File: src/ftpc_pkg.sv
package ftpc_pkg;

    localparam int unsigned CFG_DATA_W = 16;
    localparam int unsigned CFG_ADDR_W = 3;

    localparam logic [CFG_ADDR_W-1:0] REG_TICK_PERIOD = 3'd0;
    localparam logic [CFG_ADDR_W-1:0] REG_MAX_MINUTES = 3'd1;
    localparam logic [CFG_ADDR_W-1:0] REG_DUTY_STEP   = 3'd2;
    localparam logic [CFG_ADDR_W-1:0] REG_DUTY_MAX    = 3'd3;
    localparam logic [CFG_ADDR_W-1:0] REG_DUTY_MIN    = 3'd4;

    localparam logic [15:0] RST_TICK_PERIOD = 16'd1000;
    localparam logic [5:0]  RST_MAX_MINUTES = 6'd5;
    localparam logic [6:0]  RST_DUTY_STEP   = 7'd10;
    localparam logic [6:0]  RST_DUTY_MAX    = 7'd100;
    localparam logic [6:0]  RST_DUTY_MIN    = 7'd70;

    localparam logic [5:0]  SEC_WRAP      = 6'd59;
    localparam logic [5:0]  SECS_PER_MIN  = 6'd60;
    localparam logic [15:0] MS_SAT        = 16'hFFFF;

    localparam logic [1:0] MODE_STOPPED = 2'd0;
    localparam logic [1:0] MODE_RUNNING = 2'd1;
    localparam logic [1:0] MODE_SETTING = 2'd2;

    typedef struct packed {
        logic [15:0] tick_period;
        logic [5:0]  max_minutes;
        logic [6:0]  duty_step;
        logic [6:0]  duty_max;
        logic [6:0]  duty_min;
    } t_cfg;

    typedef struct packed {
        logic tick;
        logic press_start;
        logic press_up;
        logic press_down;
        logic press_set;
    } t_poll;

    typedef struct packed {
        logic        stopped;
        logic        in_setting;
        logic [11:0] remaining;
        logic [15:0] ms_count;
        logic [5:0]  edit_minutes;
        logic [5:0]  edit_seconds;
        logic [6:0]  duty;
    } t_state;

endpackage

File: src/fan_timer_pwm_controller_top.sv
// channel | valid        | stall        | payload
// poll in | i_in_valid   | o_in_stall   | i_tick, i_press_start/up/down/set
// result  | o_out_valid  | i_out_stall  | o_motor_on, o_duty_level, o_seconds_left,
//         |              |              | o_mode, o_set_minutes, o_set_seconds
// config  | i_cfg_we     | none         | i_cfg_addr, i_cfg_wdata
// One poll per clock unless stalled; its result enters the output register at transfer.
// The state update is one combinational pass; the state register also holds the result.
// Reset is synchronous, active low; resets state and config and clears the result valid.
// A stalled result blocks the input only while it is held; a taken result frees the slot
// in the same cycle.
module fan_timer_pwm_controller_top
    import ftpc_pkg::*;
(
    input  logic                  i_clk,
    input  logic                  i_rst_n,
    input  logic                  i_cfg_we,
    input  logic [CFG_ADDR_W-1:0] i_cfg_addr,
    input  logic [CFG_DATA_W-1:0] i_cfg_wdata,
    input  logic                  i_in_valid,
    output logic                  o_in_stall,
    input  logic                  i_tick,
    input  logic                  i_press_start,
    input  logic                  i_press_up,
    input  logic                  i_press_down,
    input  logic                  i_press_set,
    output logic                  o_out_valid,
    input  logic                  i_out_stall,
    output logic                  o_motor_on,
    output logic [6:0]            o_duty_level,
    output logic [11:0]           o_seconds_left,
    output logic [1:0]            o_mode,
    output logic [5:0]            o_set_minutes,
    output logic [5:0]            o_set_seconds
);

    t_cfg   cfg;
    t_poll  poll;
    t_state r_state;
    t_state n_state;
    logic   r_out_valid;
    logic   in_xfer;

    ftpc_cfg u_cfg (
        .i_clk       (i_clk),
        .i_rst_n     (i_rst_n),
        .i_cfg_we    (i_cfg_we),
        .i_cfg_addr  (i_cfg_addr),
        .i_cfg_wdata (i_cfg_wdata),
        .o_cfg       (cfg)
    );

    assign poll = '{tick: i_tick, press_start: i_press_start, press_up: i_press_up,
                    press_down: i_press_down, press_set: i_press_set};

    ftpc_step u_step (
        .i_cfg   (cfg),
        .i_poll  (poll),
        .i_state (r_state),
        .o_state (n_state)
    );

    assign o_in_stall = r_out_valid && i_out_stall;
    assign in_xfer    = i_in_valid && !o_in_stall;

    always_ff @(posedge i_clk) begin
        if (!i_rst_n) begin
            r_state.stopped      <= 1'b0;
            r_state.in_setting   <= 1'b0;
            r_state.remaining    <= 12'd0;
            r_state.ms_count     <= 16'd0;
            r_state.edit_minutes <= 6'd0;
            r_state.edit_seconds <= 6'd0;
            r_state.duty         <= RST_DUTY_MAX;
            r_out_valid          <= 1'b0;
        end else begin
            if (in_xfer) begin
                r_state     <= n_state;
                r_out_valid <= 1'b1;
            end else if (!i_out_stall) begin
                r_out_valid <= 1'b0;
            end
        end
    end

    // result fields mirror the state captured at the last transfer
    assign o_out_valid    = r_out_valid;
    assign o_motor_on     = !r_state.stopped;
    assign o_duty_level   = r_state.duty;
    assign o_seconds_left = r_state.remaining;
    assign o_mode         = r_state.in_setting ? MODE_SETTING
                          : (r_state.stopped ? MODE_STOPPED : MODE_RUNNING);
    assign o_set_minutes  = r_state.edit_minutes;
    assign o_set_seconds  = r_state.edit_seconds;

    a_stall_needs_valid: assert property (@(posedge i_clk) disable iff (!i_rst_n)
        o_in_stall |-> o_out_valid)
        else $error("input stalled with no result pending");

    a_xfer_gives_result: assert property (@(posedge i_clk) disable iff (!i_rst_n)
        in_xfer |=> o_out_valid)
        else $error("accepted poll produced no result");

    a_motor_mode: assert property (@(posedge i_clk) disable iff (!i_rst_n)
        o_out_valid |-> (o_motor_on == (o_mode == MODE_RUNNING)))
        else $error("motor state disagrees with mode");

    a_setting_stopped: assert property (@(posedge i_clk) disable iff (!i_rst_n)
        (in_xfer && n_state.in_setting) |-> n_state.stopped)
        else $error("setting entered while running");

endmodule

File: src/ftpc_cfg.sv
module ftpc_cfg
    import ftpc_pkg::*;
(
    input  logic                  i_clk,
    input  logic                  i_rst_n,
    input  logic                  i_cfg_we,
    input  logic [CFG_ADDR_W-1:0] i_cfg_addr,
    input  logic [CFG_DATA_W-1:0] i_cfg_wdata,
    output t_cfg                  o_cfg
);

    t_cfg r_cfg;

    always_ff @(posedge i_clk) begin
        if (!i_rst_n) begin
            r_cfg.tick_period <= RST_TICK_PERIOD;
            r_cfg.max_minutes <= RST_MAX_MINUTES;
            r_cfg.duty_step   <= RST_DUTY_STEP;
            r_cfg.duty_max    <= RST_DUTY_MAX;
            r_cfg.duty_min    <= RST_DUTY_MIN;
        end else if (i_cfg_we) begin
            case (i_cfg_addr)
                REG_TICK_PERIOD: r_cfg.tick_period <= i_cfg_wdata;
                REG_MAX_MINUTES: r_cfg.max_minutes <= i_cfg_wdata[5:0];
                REG_DUTY_STEP:   r_cfg.duty_step   <= i_cfg_wdata[6:0];
                REG_DUTY_MAX:    r_cfg.duty_max    <= i_cfg_wdata[6:0];
                REG_DUTY_MIN:    r_cfg.duty_min    <= i_cfg_wdata[6:0];
                default: ;
            endcase
        end
    end

    assign o_cfg = r_cfg;

endmodule

File: src/ftpc_step.sv
module ftpc_step
    import ftpc_pkg::*;
(
    input  t_cfg   i_cfg,
    input  t_poll  i_poll,
    input  t_state i_state,
    output t_state o_state
);

    function automatic logic [5:0] inc_minutes(input logic [5:0] m, input logic [5:0] mx);
        logic [5:0] m1;
        m1 = m + 6'd1;
        return (m1 > mx) ? 6'd0 : m1;
    endfunction

    function automatic logic [5:0] inc_seconds(input logic [5:0] s);
        return (s >= SEC_WRAP) ? 6'd0 : s + 6'd1;
    endfunction

    logic [5:0]  min_edit;
    logic [5:0]  sec_edit;
    logic [5:0]  min_fresh;
    logic [5:0]  sec_fresh;
    logic [15:0] ms_inc;
    logic [11:0] load_time;
    logic        stp;
    logic [7:0]  duty_sum;
    logic [6:0]  duty_up;
    logic [6:0]  duty_dn;
    t_state      n_state;

    always_comb begin
        min_edit  = i_poll.press_start ? inc_minutes(i_state.edit_minutes, i_cfg.max_minutes)
                                       : i_state.edit_minutes;
        sec_edit  = i_poll.press_up ? inc_seconds(i_state.edit_seconds) : i_state.edit_seconds;
        min_fresh = i_poll.press_start ? inc_minutes(6'd0, i_cfg.max_minutes) : 6'd0;
        sec_fresh = i_poll.press_up ? inc_seconds(6'd0) : 6'd0;
        ms_inc    = (i_poll.tick && i_state.ms_count != MS_SAT) ? i_state.ms_count + 16'd1
                                                                 : i_state.ms_count;
        load_time = ({6'd0, min_edit} * {6'd0, SECS_PER_MIN}) + {6'd0, sec_edit};
        stp       = i_state.stopped || (i_state.remaining == 12'd0);

        duty_sum  = {1'b0, i_state.duty} + {1'b0, i_cfg.duty_step};
        duty_up   = i_poll.press_up
                  ? ((duty_sum > {1'b0, i_cfg.duty_max}) ? i_cfg.duty_max : duty_sum[6:0])
                  : i_state.duty;
        if (duty_up < i_cfg.duty_step || (duty_up - i_cfg.duty_step) < i_cfg.duty_min) begin
            duty_dn = i_cfg.duty_min;
        end else begin
            duty_dn = duty_up - i_cfg.duty_step;
        end

        n_state          = i_state;
        n_state.ms_count = ms_inc;
        if (i_state.in_setting) begin
            n_state.edit_minutes = min_edit;
            n_state.edit_seconds = sec_edit;
            if (i_poll.press_set) begin
                n_state.remaining  = load_time;
                n_state.in_setting = 1'b0;
            end
        end else begin
            n_state.stopped = stp;
            if (!stp && ms_inc >= i_cfg.tick_period) begin
                n_state.ms_count = 16'd0;
                if (i_state.remaining != 12'd0) begin
                    n_state.remaining = i_state.remaining - 12'd1;
                end
            end
            if (stp && i_poll.press_set) begin
                n_state.edit_minutes = min_fresh;
                n_state.edit_seconds = sec_fresh;
                n_state.in_setting   = 1'b1;
            end else begin
                if (i_poll.press_start) begin
                    n_state.stopped = !stp;
                end
                n_state.duty = i_poll.press_down ? duty_dn : duty_up;
            end
        end
        o_state = n_state;
    end

endmodule
File: config.mk
export PLATFORM = sky130hd
export DESIGN_NAME = fan_timer_pwm_controller_top
export DESIGN_NICKNAME = d
export VERILOG_FILES = /design/src/ftpc_pkg.sv /design/src/fan_timer_pwm_controller_top.sv /design/src/ftpc_cfg.sv /design/src/ftpc_step.sv
export SDC_FILE = /design/constraint.sdc
export NUM_CORES = 1
export LEC_CHECK = 0
export ABC_AREA = 1
export BUFFER_PORTS_ARGS = -buffer_cell sky130_fd_sc_hd__buf_2
export CAP_MARGIN = 0
export CORE_ASPECT_RATIO = 1.2
export CORE_MARGIN = 2
export CORE_UTILIZATION = 45
export CTS_CLUSTER_DIAMETER = 30
export DETAILED_ROUTE_END_ITERATION = 6
export PLACE_DENSITY_LB_ADDON = 0.05
export SYNTH_ARGS = -nofsm -noshare
export SYNTH_HDL_FRONTEND = slang
export SYNTH_SLANG_ARGS = --single-unit
File: constraint.sdc
create_clock -name i_clk -period 11 [get_ports i_clk]
set_input_delay 1.65 -clock i_clk [delete_from_list [all_inputs] [get_ports i_clk]]
set_output_delay 1.65 -clock i_clk [all_outputs]
set_load 0.05 [all_outputs]
==> run summary, run 1 <==
Worst path most repeated cell -> nand2_1
pin count of the biggest net entering global routing -> 57
# Post-CTS Setup Buffers -> 0
most frequently used flop master after synthesis -> dfxtp_1
CTS tree -> built
WS Path Type -> flip-flop to flip-flop
Pwr per Cell Area -> 241 mW/mm^2
count leader, synth -> nand2_1
Starting Density -> 46.2%
top cells by count, synth -> 245 x nand2_1, 166 x inv_1, 98 x a21oi_1
antenna cells -> 0
Clock Latency Late Sink -> 0.35 ns
fillers -> 1,710
Final #Nets -> 1,233
Worst VDD drop -> 0.000263 V
worst slew pin tran -> 0.988 ns
final worst path period share -> 49.5%
async set or reset register ratio after synthesis -> 0%
full die area -> 0.0178 mm^2
Non-Filler Instances -> 1,339
relative slew slack -> 34.1%
Max-cap violations -> 0
CTS Buffer Depth -> 2
IO buf count -> 64
routed vias/inst -> 5.01
hold depth -> 2
crit path time final -> 5.45 ns
Setup violations, final -> 0
Placed Cells -> 1,323
vias -> 6,704
Num CTS Buffers -> 9
top cells by area, synth -> dfxtp_1 25%, nand2_1 12%, ha_1 12%, inv_1 8.3%, a21oi_1 6.5%
Fin Hold WS -> 0.468 ns
synthesis-stage register bit count -> 93
Yosys warning count -> 0
drt first pass iters -> 5
crit path DAT -> 5.74 ns
area leader, netlist -> dfxtp_1
residual DRC count -> 0
r2r worst-path depth -> 32
post-synth net total -> 1,214
post-CTS sizing -> 0
worst min-delay path class -> flip-flop to flip-flop
CTS root buf -> clkbuf_16
Total Negative Setup Slacks -> 0 ns
post-route cell area -> 0.00804 mm^2
post-DR wirelength/cell -> 13.9 um
sequential area share after synthesis -> 24.8%
Total Wirelength -> 18.6 mm
Die Y-Extent -> 146 um
crit end category -> flip-flop
initial antenna violation count -> 0
CP max FO -> 7
first-pass GRT wire length -> 31.8 mm
area grow syn2layout -> 6.94%
clk_skew -> 0.00985 ns
critical path required time -> 11.29 ns
Final HPWL DP -> 14.6 mm
EDFF count, synth -> 0
clk sinks -> 93
RSZ-0062 raised after global routing -> no
Synth Area per Inst -> 6.82 um^2
run status -> complete, no violations
Netlist Area Pre-Place -> 0.00752 mm^2
grt total ovfl -> 0
floorplan core area -> 0.0163 mm^2
slowest CP cell -> fa_1
Routed Antenna Nets -> 0
vias in the first global route -> 6,460
clk slew on worst S/H paths -> 0.07 ns
Synth top area share -> 24.8%
DIE WIDTH -> 122 um
Post-Syn Instances -> 1,103
Site Rows -> 51
Slew Limit Fails -> 0
leakage power -> 0.00394 uW
total track usage -> 22.1%
Post-DP Area -> 0.00774 mm^2
CP startpoint kind -> flip-flop
Netlist cell types -> 45
final hold viol count -> 0
slowest stage delay, CP -> 0.54 ns
hold bufs inserted after CTS -> 0
io pins -> 65
GP Congestion -> 0.869
layout cell share with drive strength beyond 1 -> 12.7%
H-tree depth reported by CTS -> 3
FMAX -> 0.184 GHz
Starting DRT DRC Count -> 298
## per-layer routing
metal | vias to the layer above | part of all wire (%) | GRT usage, %
met5 | - | 0 | 0
met2 | 107 | 49 | 38.2
met3 | 19 | 2.8 | 2.04
li1 | 3576 | - | -
met1 | 3002 | 47 | 29.2
met4 | 0 | 1.6 | 6.21
## cell usage in the layout, fill, tap and decap left out, drive strengths merged
master    instances
o21ai            69
or2               6
buf              65
nor4              5
a221oi            1
a22o              2
nor2             77
clkinvlp          1
nor3              9
xor2             26
a31o              1
nand2           259
nand2b            1
clkinv            5
clkbuf           11
ha               70
and3              1
fa               12
nand3            57
dfxtp            93
o21a              2
nand3b            4
nand4            21
inv             181
xnor2            13
o211ai           16
a21oi           105
a21o              2
o21bai            3
o22ai             8
bufinv            1
## state kept, by name (all words and copies together) (netlist names)
| register | flops |
|---|---|
| u_cfg.o_cfg | 43 |
| o_out_valid | 1 |
| r_state | 18 |
| o_duty_level | 7 |
| o_set_seconds | 6 |
| o_seconds_left | 12 |
| o_set_minutes | 6 |
## where the power goes
part | switching (uW) | leakage, uW | internal [uW]
clock | 139 | 0.000146 | 183
sequential | 57.2 | 0.000758 | 385
combinational | 784 | 0.00304 | 390
## stage by stage
stage	power (uW)	utilization, %	setup slack [ns]
floorplan	1440	-	6.02
global placement	1630	47.6	5.55
detailed placement	1620	47.6	5.54
CTS	1950	49.4	5.54
global route	2150	49.4	4.97
finish	1940	49.4	5.55
## kinds of logic after synthesis
family,synth area share [%]
compound gates,15.9
xor+xnor,4.54
simple gates,25.9
flops,24.8
fa+ha+maj,14.8
buf+inv,14.1
## worst max-delay path: cells and delay by family, from the launching register on
family,cells,cell delay (ns)
fa+ha+maj,5,2.15
simple gates,17,1.68
flops,1,0.48
buf+inv,6,0.44
compound gates,3,0.43
xor+xnor,1,0.23
## final cells by class
cell class	count	area, um^2	share of cell area (%)
multi-input cells	770	4600	57.1
flip-flops and latches	93	1860	23.1
inverters	183	689	8.57
repair buffers	65	328	4.08
well taps	212	265	3.30
clock buffers	11	243	3.02
clock inverters	5	60.1	0.747
## final timing paths
path	slack [ns]	from	end
worst max-delay path	5.55	o_set_minutes[0]	o_seconds_left[10]
worst max register to register	5.55	o_set_minutes[0]	o_seconds_left[10]
worst min register to register	0.47	u_cfg.o_cfg[42]	u_cfg.o_cfg[42]
worst min-delay path	0.47	u_cfg.o_cfg[42]	u_cfg.o_cfg[42]
Power figures use the tool's default switching activity.
==> inputs of run 2 (changes only) <==
Settings changed: ABC_AREA 1 to 0.
Clock period 11 ns to 5.5 ns, I/O delays scaled along.
==> run 2 against run 1 <==
  * The run now ends with setup timing left
  * Critical endpoint is now o_duty_level[5]
  * Critical path depth fell by 1
  * Highest routed layer unchanged
  * Sequential share of layout area fell by 1.9 points
  * First-iteration DRC count rose by 29%
  * Worst hold slack got worse by 0.0069 ns
  * Via count rose by 3.7%
  * Power rose by 15%
  * Fmax fell by 1.8%
  * Non-clock buffer count rose by 76
  * Sequential cell count did not move
  * Synthesized cell count fell by 14%
  * Global-route usage rose by 1.5 points
==> run summary, run 2 <==
run status -> finished with violations
failing checks -> setup timing
pre-CTS setup slack -> -0.268 ns (-5.80 ns)
crit end category -> flip-flop
hold depth -> 2 (unchanged)
Max-cap violations -> 0 (unchanged)
most common cell after layout, fill and taps aside -> nand2_1
Final #Nets -> 1,147 (-7.0%)
most frequent cells in the layout -> 124 x nand2_1, 87 x dfxtp_1, 78 x a21oi_1
Clock Latency Late Sink -> 0.36 ns (about the same)
Clock Power Share -> 27.1% (+11 points)
routed vias/inst -> 5.55 (+11%)
Post-Syn Instances -> 953 (-14%)
Yosys warning count -> 0 (unchanged)
worst slew pin tran -> 1.10 ns (+0.110 ns)
post-route cell area -> 0.00881 mm^2 (+9.5%)
pin count of the biggest net entering global routing -> 46 (-19%)
H-tree depth reported by CTS -> 3 (unchanged)
first-pass GRT wire length -> 32.8 mm (+3.2%)
relative slew slack -> 26.7% (-7.4 points)
Logic pwr share -> 40.9% (-20 points)
Final HPWL DP -> 15.5 mm (+5.8%)
final core occ -> 54.6% (+5.1 points)
slowest CP cell -> or4_4
area leader, netlist -> dfxtp_1
async set or reset register ratio after synthesis -> 0% (unchanged)
Num CTS Buffers -> 9 (unchanged)
CP max FO -> 4 (-3)
Worst VDD drop -> 0.000133 V (-49%)
EDFF count, synth -> 0 (unchanged)
fillers -> 1,535 (-10%)
Slew Limit Fails -> 0 (unchanged)
post-DR wirelength/cell -> 16.5 um (+18%)
final hold viol count -> 0 (unchanged)
Netlist cell types -> 67 (+49%)
Setup violations, final -> 2 (+2)
slowest stage delay, CP -> 0.55 ns (about the same)
synthesis-stage register bit count -> 93 (unchanged)
total track usage -> 23.6% (+1.5 points)
critical path required time -> 5.72 ns (-5.57 ns)
Die Y-Extent -> 144 um (-0.93%)
layout cell share with drive strength beyond 1 -> 22.5% (+9.8 points)
sequential area share after synthesis -> 25.2% (+0.48 points)
Netlist Area Pre-Place -> 0.00738 mm^2 (-1.9%)
CP startpoint kind -> flip-flop
drt first pass iters -> 5 (unchanged)
RSZ-0062 raised after global routing -> yes
Post-DP Area -> 0.00804 mm^2 (+3.9%)
clk_skew -> 0.00850 ns (-0.00134 ns)
CTS Buffer Depth -> 2 (unchanged)
r2r worst-path depth -> 31 (-3.1%)
FMAX -> 0.180 GHz (-1.8%)
Routed Antenna Nets -> 0 (unchanged)
clk sinks -> 93 (unchanged)
final worst path period share -> 101% (+51 points)
residual DRC count -> 0 (unchanged)
Total Wirelength -> 20.6 mm (+11%)
most frequently used flop master after synthesis -> dfxtp_1
GP Congestion -> 0.921 (+6.0%)
Starting DRT DRC Count -> 383 (+29%)
vias -> 6,954 (+3.7%)
crit path DAT -> 5.77 ns (+0.03 ns)
initial antenna violation count -> 0 (unchanged)
CTS tree -> built
top cells by count, synth -> 125 x nand2_1, 93 x dfxtp_1, 88 x a21oi_1
Sequential Power Share -> 32.0% (+9.2 points)
Site Rows -> 51 (unchanged)
Switching Fraction -> 35.6% (-15 points)
Starting Density -> 45.7% (-0.53 points)
grt total ovfl -> 0 (unchanged)
Synth Area per Inst -> 7.74 um^2 (+14%)
FF+latch area -> 0.00187 mm^2 (+0.40%)
WS Path Type -> flip-flop to flip-flop
vias in the first global route -> 6,425 (-0.54%)
max reg flops -> 43 (unchanged)
top cells by area, synth -> dfxtp_1 25%, ha_1 12%, nand2_1 6.4%, a21oi_1 6.0%, inv_1 3.8%
antenna cells -> 0 (unchanged)
sw power -> 795 uW (-19%)
leakage power -> 0.00383 uW (-2.8%)
Synth top area share -> 25.2% (+0.48 points)
CTS root buf -> clkbuf_16
Total Negative Setup Slacks -> -0.0808 ns (-0.0808 ns)
worst setup margin -> -0.0473 ns (-5.60 ns)
IO buf count -> 64 (unchanged)
Multi-input gate area -> 0.00518 mm^2 (+13%)
clk slew on worst S/H paths -> 0.07 ns (about the same)
crit path time final -> 5.55 ns (+0.0978 ns)
worst min-delay path class -> flip-flop to flip-flop
DIE WIDTH -> 121 um (-0.93%)
area grow syn2layout -> 19.4%
post-synth net total -> 1,064 (-12%)
full die area -> 0.0174 mm^2 (-1.9%)
floorplan core area -> 0.0161 mm^2 (-0.78%)
count leader, synth -> nand2_1
io pins -> 65 (unchanged)
Pwr per Cell Area -> 253 mW/mm^2 (+5.2%)
Cell Int Power -> 1440 uW (+50%)
PnR Total Power -> 2230 uW (+15%)
==> run 2: cell types whose count changed after synthesis, moves of 11 or more <==
cell,before,now
nand2_1,245,125
mux2i_1,0,21
nand2_2,12,0
nand3_1,55,23
inv_2,14,1
or4_1,0,15
o31ai_1,0,11
xor2_1,26,13
xnor2_1,13,27
inv_1,166,75
clkbuf_1,12,27
==> run 2: final timing paths <==
kind / start / slack (ns) / to
worst max-delay path: o_duty_level[0] / -0.05 / o_duty_level[5]
worst min-delay path: u_cfg.o_cfg[29] / 0.46 / u_cfg.o_cfg[29]
worst max register to register: o_duty_level[0] / -0.05 / o_duty_level[5]
worst min register to register: u_cfg.o_cfg[29] / 0.46 / u_cfg.o_cfg[29]
==> run 2: metal layers <==
layer  routed length (um)  track usage [%]
met5                    0                0
met4                  439             6.73
met3                  840             3.15
met2                10100             41.3
met1                 9220             30.3
==> run 2: worst max-delay path: cells and delay by family, from the launching register on <==
kind                     cells  cell delay [ns]
flip-flops                   1             0.34
AO/OA/AOI/OAI               10             1.44
adder cells (fa/ha/maj)      5             1.27
XOR/XNOR                     1             0.17
multiplexers                 1             0.27
AND/OR/NAND/NOR              8             1.28
buffers and inverters        6             0.63
==> run 2: area by class of cell <==
type | count | share of cell area (%)
Multi-Input combinational cell | 714 | 58.9
Sequential cell | 93 | 21.2
Timing Repair Buffer | 141 | 10.5
Inverter | 77 | 3.28
Tap cell | 212 | 3.01
Clock buffer | 10 | 2.60
Clock inverter | 6 | 0.497
==> run 2: power by group through the flow <==
stage | Combinational (uW) | Sequential, uW | Clock, uW
2_1_floorplan | 444 | 724 | 0
3_3_place_gp | 659 | 728 | 0
3_5_place_dp | 659 | 729 | 0
4_1_cts | 738 | 713 | 617
5_1_grt | 985 | 717 | 644
6_report | 912 | 715 | 605
==> run 2: cell families after synthesis <==
family	after synthesis	synth area share [%]
and+or+nand+nor	316	20.5
AOI/OAI and AO/OA	253	22.1
buffers and inverters	146	9.16
DFF	93	25.2
adders and majority gates	82	15.1
xor gates and xnor gates	40	4.75
muxes	23	3.15
==> run 2: metrics by stage <==
stage / cells / hold WS, ns
final: 1253 / 0.461
after global routing: 1253 / 0.480
after CTS: 1241 / 0.461
after detailed placement: 1221 / 0.450
after global placement: 1221 / 0.444
after floorplan: 953 / 0.436
==> run 2: what timing repair did <==
| action | 4_1_cts | 5_1_grt |
|---|---|---|
| buffers inserted | 4 | 12 |
| cloned | 0 | 0 |
| pin swaps | 18 | 38 |
| endpoints found under the hold margin | 0 | 0 |
| resized for setup | 24 | 69 |
| endpoints found under the setup margin | 7 | 10 |
| hold buffers | 0 | 0 |
==> inputs of run 3 (changes only) <==
==> constraint.sdc (replaced) <==
create_clock -name i_clk -period 5.5 [get_ports i_clk]
set_input_delay 1.375 -clock i_clk [delete_from_list [all_inputs] [get_ports i_clk]]
set_output_delay 1.375 -clock i_clk [all_outputs]
set_load 0.05 [all_outputs]
==> run 3 against run 2 <==
  * The run still ends with setup timing left
  * Combinational power shrank 11%
  * Worst setup slack improved by 0.038 ns
  * Non-clock buffer count is 6 lower
  * Final cell count decreased by 0.48%
  * Clock-buffer cell count up 1
==> run summary, run 3 (synthesized netlist as in run 2, its figures left out) <==
Max-cap violations -> 0 (unchanged)
CP startpoint kind -> flip-flop
full die area -> 0.0174 mm^2 (unchanged)
area grow syn2layout -> 17.8%
Clock Latency Late Sink -> 0.35 ns (about the same)
worst slew pin tran -> 1.08 ns (-0.0137 ns)
Num CTS Buffers -> 9 (unchanged)
critical path required time -> 5.78 ns (+0.06 ns)
Post-DP Area -> 0.00806 mm^2 (+0.19%)
total track usage -> 24.0% (+0.35 points)
clk slew on worst S/H paths -> 0.07 ns (about the same)
Final #Nets -> 1,141 (-0.52%)
GP Congestion -> 0.914 (-0.82%)
grt total ovfl -> 0 (unchanged)
worst min-delay path class -> flip-flop to flip-flop
routed vias/inst -> 5.57 (+0.38%)
DIE WIDTH -> 121 um (unchanged)
Site Rows -> 51 (unchanged)
H-tree depth reported by CTS -> 3 (unchanged)
residual DRC count -> 0 (unchanged)
Starting DRT DRC Count -> 309 (-19%)
final hold viol count -> 0 (unchanged)
WS Path Type -> flip-flop to flip-flop
failing checks -> setup timing
crit path DAT -> 5.79 ns (+0.02 ns)
most common cell after layout, fill and taps aside -> nand2_1
RSZ-0062 raised after global routing -> yes
Worst VDD drop -> 0.000142 V (+6.8%)
antenna cells -> 0 (unchanged)
Setup violations, final -> 2 (unchanged)
CTS tree -> built
first-pass GRT wire length -> 33.2 mm (+1.3%)
post-DR wirelength/cell -> 16.3 um (-0.73%)
PnR Total Power -> 2150 uW (-3.5%)
drt first pass iters -> 5 (unchanged)
clk sinks -> 93 (unchanged)
vias -> 6,947 (-0.10%)
crit path time final -> 5.51 ns (-0.0376 ns)
CP max FO -> 4 (unchanged)
Die Y-Extent -> 144 um (unchanged)
most frequent cells in the layout -> 124 x nand2_1, 89 x dfxtp_1, 81 x a21oi_1
floorplan core area -> 0.0161 mm^2 (unchanged)
FMAX -> 0.182 GHz (+0.68%)
pin count of the biggest net entering global routing -> 45 (-2.2%)
Routed Antenna Nets -> 0 (unchanged)
worst setup margin -> -0.00964 ns (+0.0376 ns)
Final HPWL DP -> 15.6 mm (+0.50%)
IO buf count -> 64 (unchanged)
max reg flops -> 43 (unchanged)
final core occ -> 53.8% (-0.75 points)
hold bufs inserted after CTS -> 0 (unchanged)
Total Wirelength -> 20.4 mm (-1.2%)
vias in the first global route -> 6,630 (+3.2%)
Total Negative Setup Slacks -> -0.0157 ns (+0.0652 ns)
Starting Density -> 45.7% (unchanged)
clk_skew -> 0.00855 ns (+0.0000525 ns)
io pins -> 65 (unchanged)
Pwr per Cell Area -> 248 mW/mm^2 (-2.2%)
run status -> finished with violations
layout cell share with drive strength beyond 1 -> 20.5% (-2.0 points)
initial antenna violation count -> 0 (unchanged)
Slew Limit Fails -> 0 (unchanged)
crit end category -> flip-flop
CTS Buffer Depth -> 2 (unchanged)
CTS root buf -> clkbuf_16
leakage power -> 0.00380 uW (-0.81%)
post-route cell area -> 0.00869 mm^2 (-1.4%)
final worst path period share -> 100% (-0.68 points)
relative slew slack -> 27.6% (+0.91 points)
-- run 3: cell count changes in the layout (fill, tap and decap cells not counted), sizes merged --
cell / before / now
buf: 141 / 135
inv: 79 / 77
clkbuf: 10 / 11
clkinvlp: 1 / 2
-- run 3: metrics by stage --
stage / cells / worst slack [ns] / hold WS [ns]
2_1_floorplan: 953 / 0.0363 / 0.436
6_report: 1247 / -0.00964 / 0.457
3_5_place_dp: 1223 / -0.225 / 0.447
5_1_grt: 1247 / -0.334 / 0.480
3_3_place_gp: 1223 / -0.140 / 0.444
4_1_cts: 1244 / 0.00610 / 0.457
-- run 3: worst paths after layout --
check | from | end | slack (ns) | cells past startpoint
worst max-delay path | o_duty_level[1] | o_duty_level[4] | -0.01 | 27
worst min-delay path | u_cfg.o_cfg[5] | u_cfg.o_cfg[5] | 0.46 | 2
worst max register to register | o_duty_level[1] | o_duty_level[4] | -0.01 | 27
worst min register to register | u_cfg.o_cfg[5] | u_cfg.o_cfg[5] | 0.46 | 2
-- run 3: report_power, final --
| part | total [uW] | internal, uW | switching (uW) |
|---|---|---|---|
| registers | 714 | 693 | 21.4 |
| logic | 815 | 369 | 446 |
| clock network | 625 | 336 | 289 |
| total | 2150 | 1400 | 756 |
-- run 3: final cells by class --
class | count | area (um^2)
tap | 212 | 265
timing repair buffer | 135 | 861
multi-input combinational | 714 | 5110
inverter | 77 | 289
sequential | 93 | 1870
clock inverter | 5 | 43.8
clock buffer | 11 | 253
fill | 1551 | 7460
-- run 3: critical path, stage by stage, from the launching register on --
cell and delay (ns):
dfxtp_1 0.33, ha_1 0.31, a211o_1 0.30, a21oi_2 0.15, o21bai_1 0.10, xor2_1 0.16, ha_1 0.32, a21o_1 0.21
a21oi_4 0.17, nand3_2 0.11, a21oi_4 0.22, mux2i_2 0.12, a21o_1 0.17, ha_2 0.19, fa_2 0.40, nand2b_4 0.16
a21oi_2 0.12, o21a_1 0.14, nor2_2 0.05, xnor2_2 0.13, ha_1 0.33, a21oi_2 0.14, nor2_2 0.07, a211oi_4 0.33
or4_4 0.20, o31ai_4 0.06, a2111o_1 0.29, a21oi_1 0.14
-- run 3: per-layer routing --
| metal | GRT usage (%) | part of all wire (%) | vias to the layer above |
|---|---|---|---|
| li1 | - | - | 3507 |
| met1 | 30.3 | 44 | 3262 |
| met2 | 41.3 | 49 | 147 |
| met3 | 3.27 | 3.8 | 31 |
| met4 | 9.30 | 2.8 | 0 |
| met5 | 0 | 0 | - |
-- run 3: what timing repair did --
action | 4_1_cts | 5_1_grt
setup endpoints to repair | 6 | 9
resized for setup | 16 | 50
setup buffers | 5 | 4
pin swaps | 3 | 28
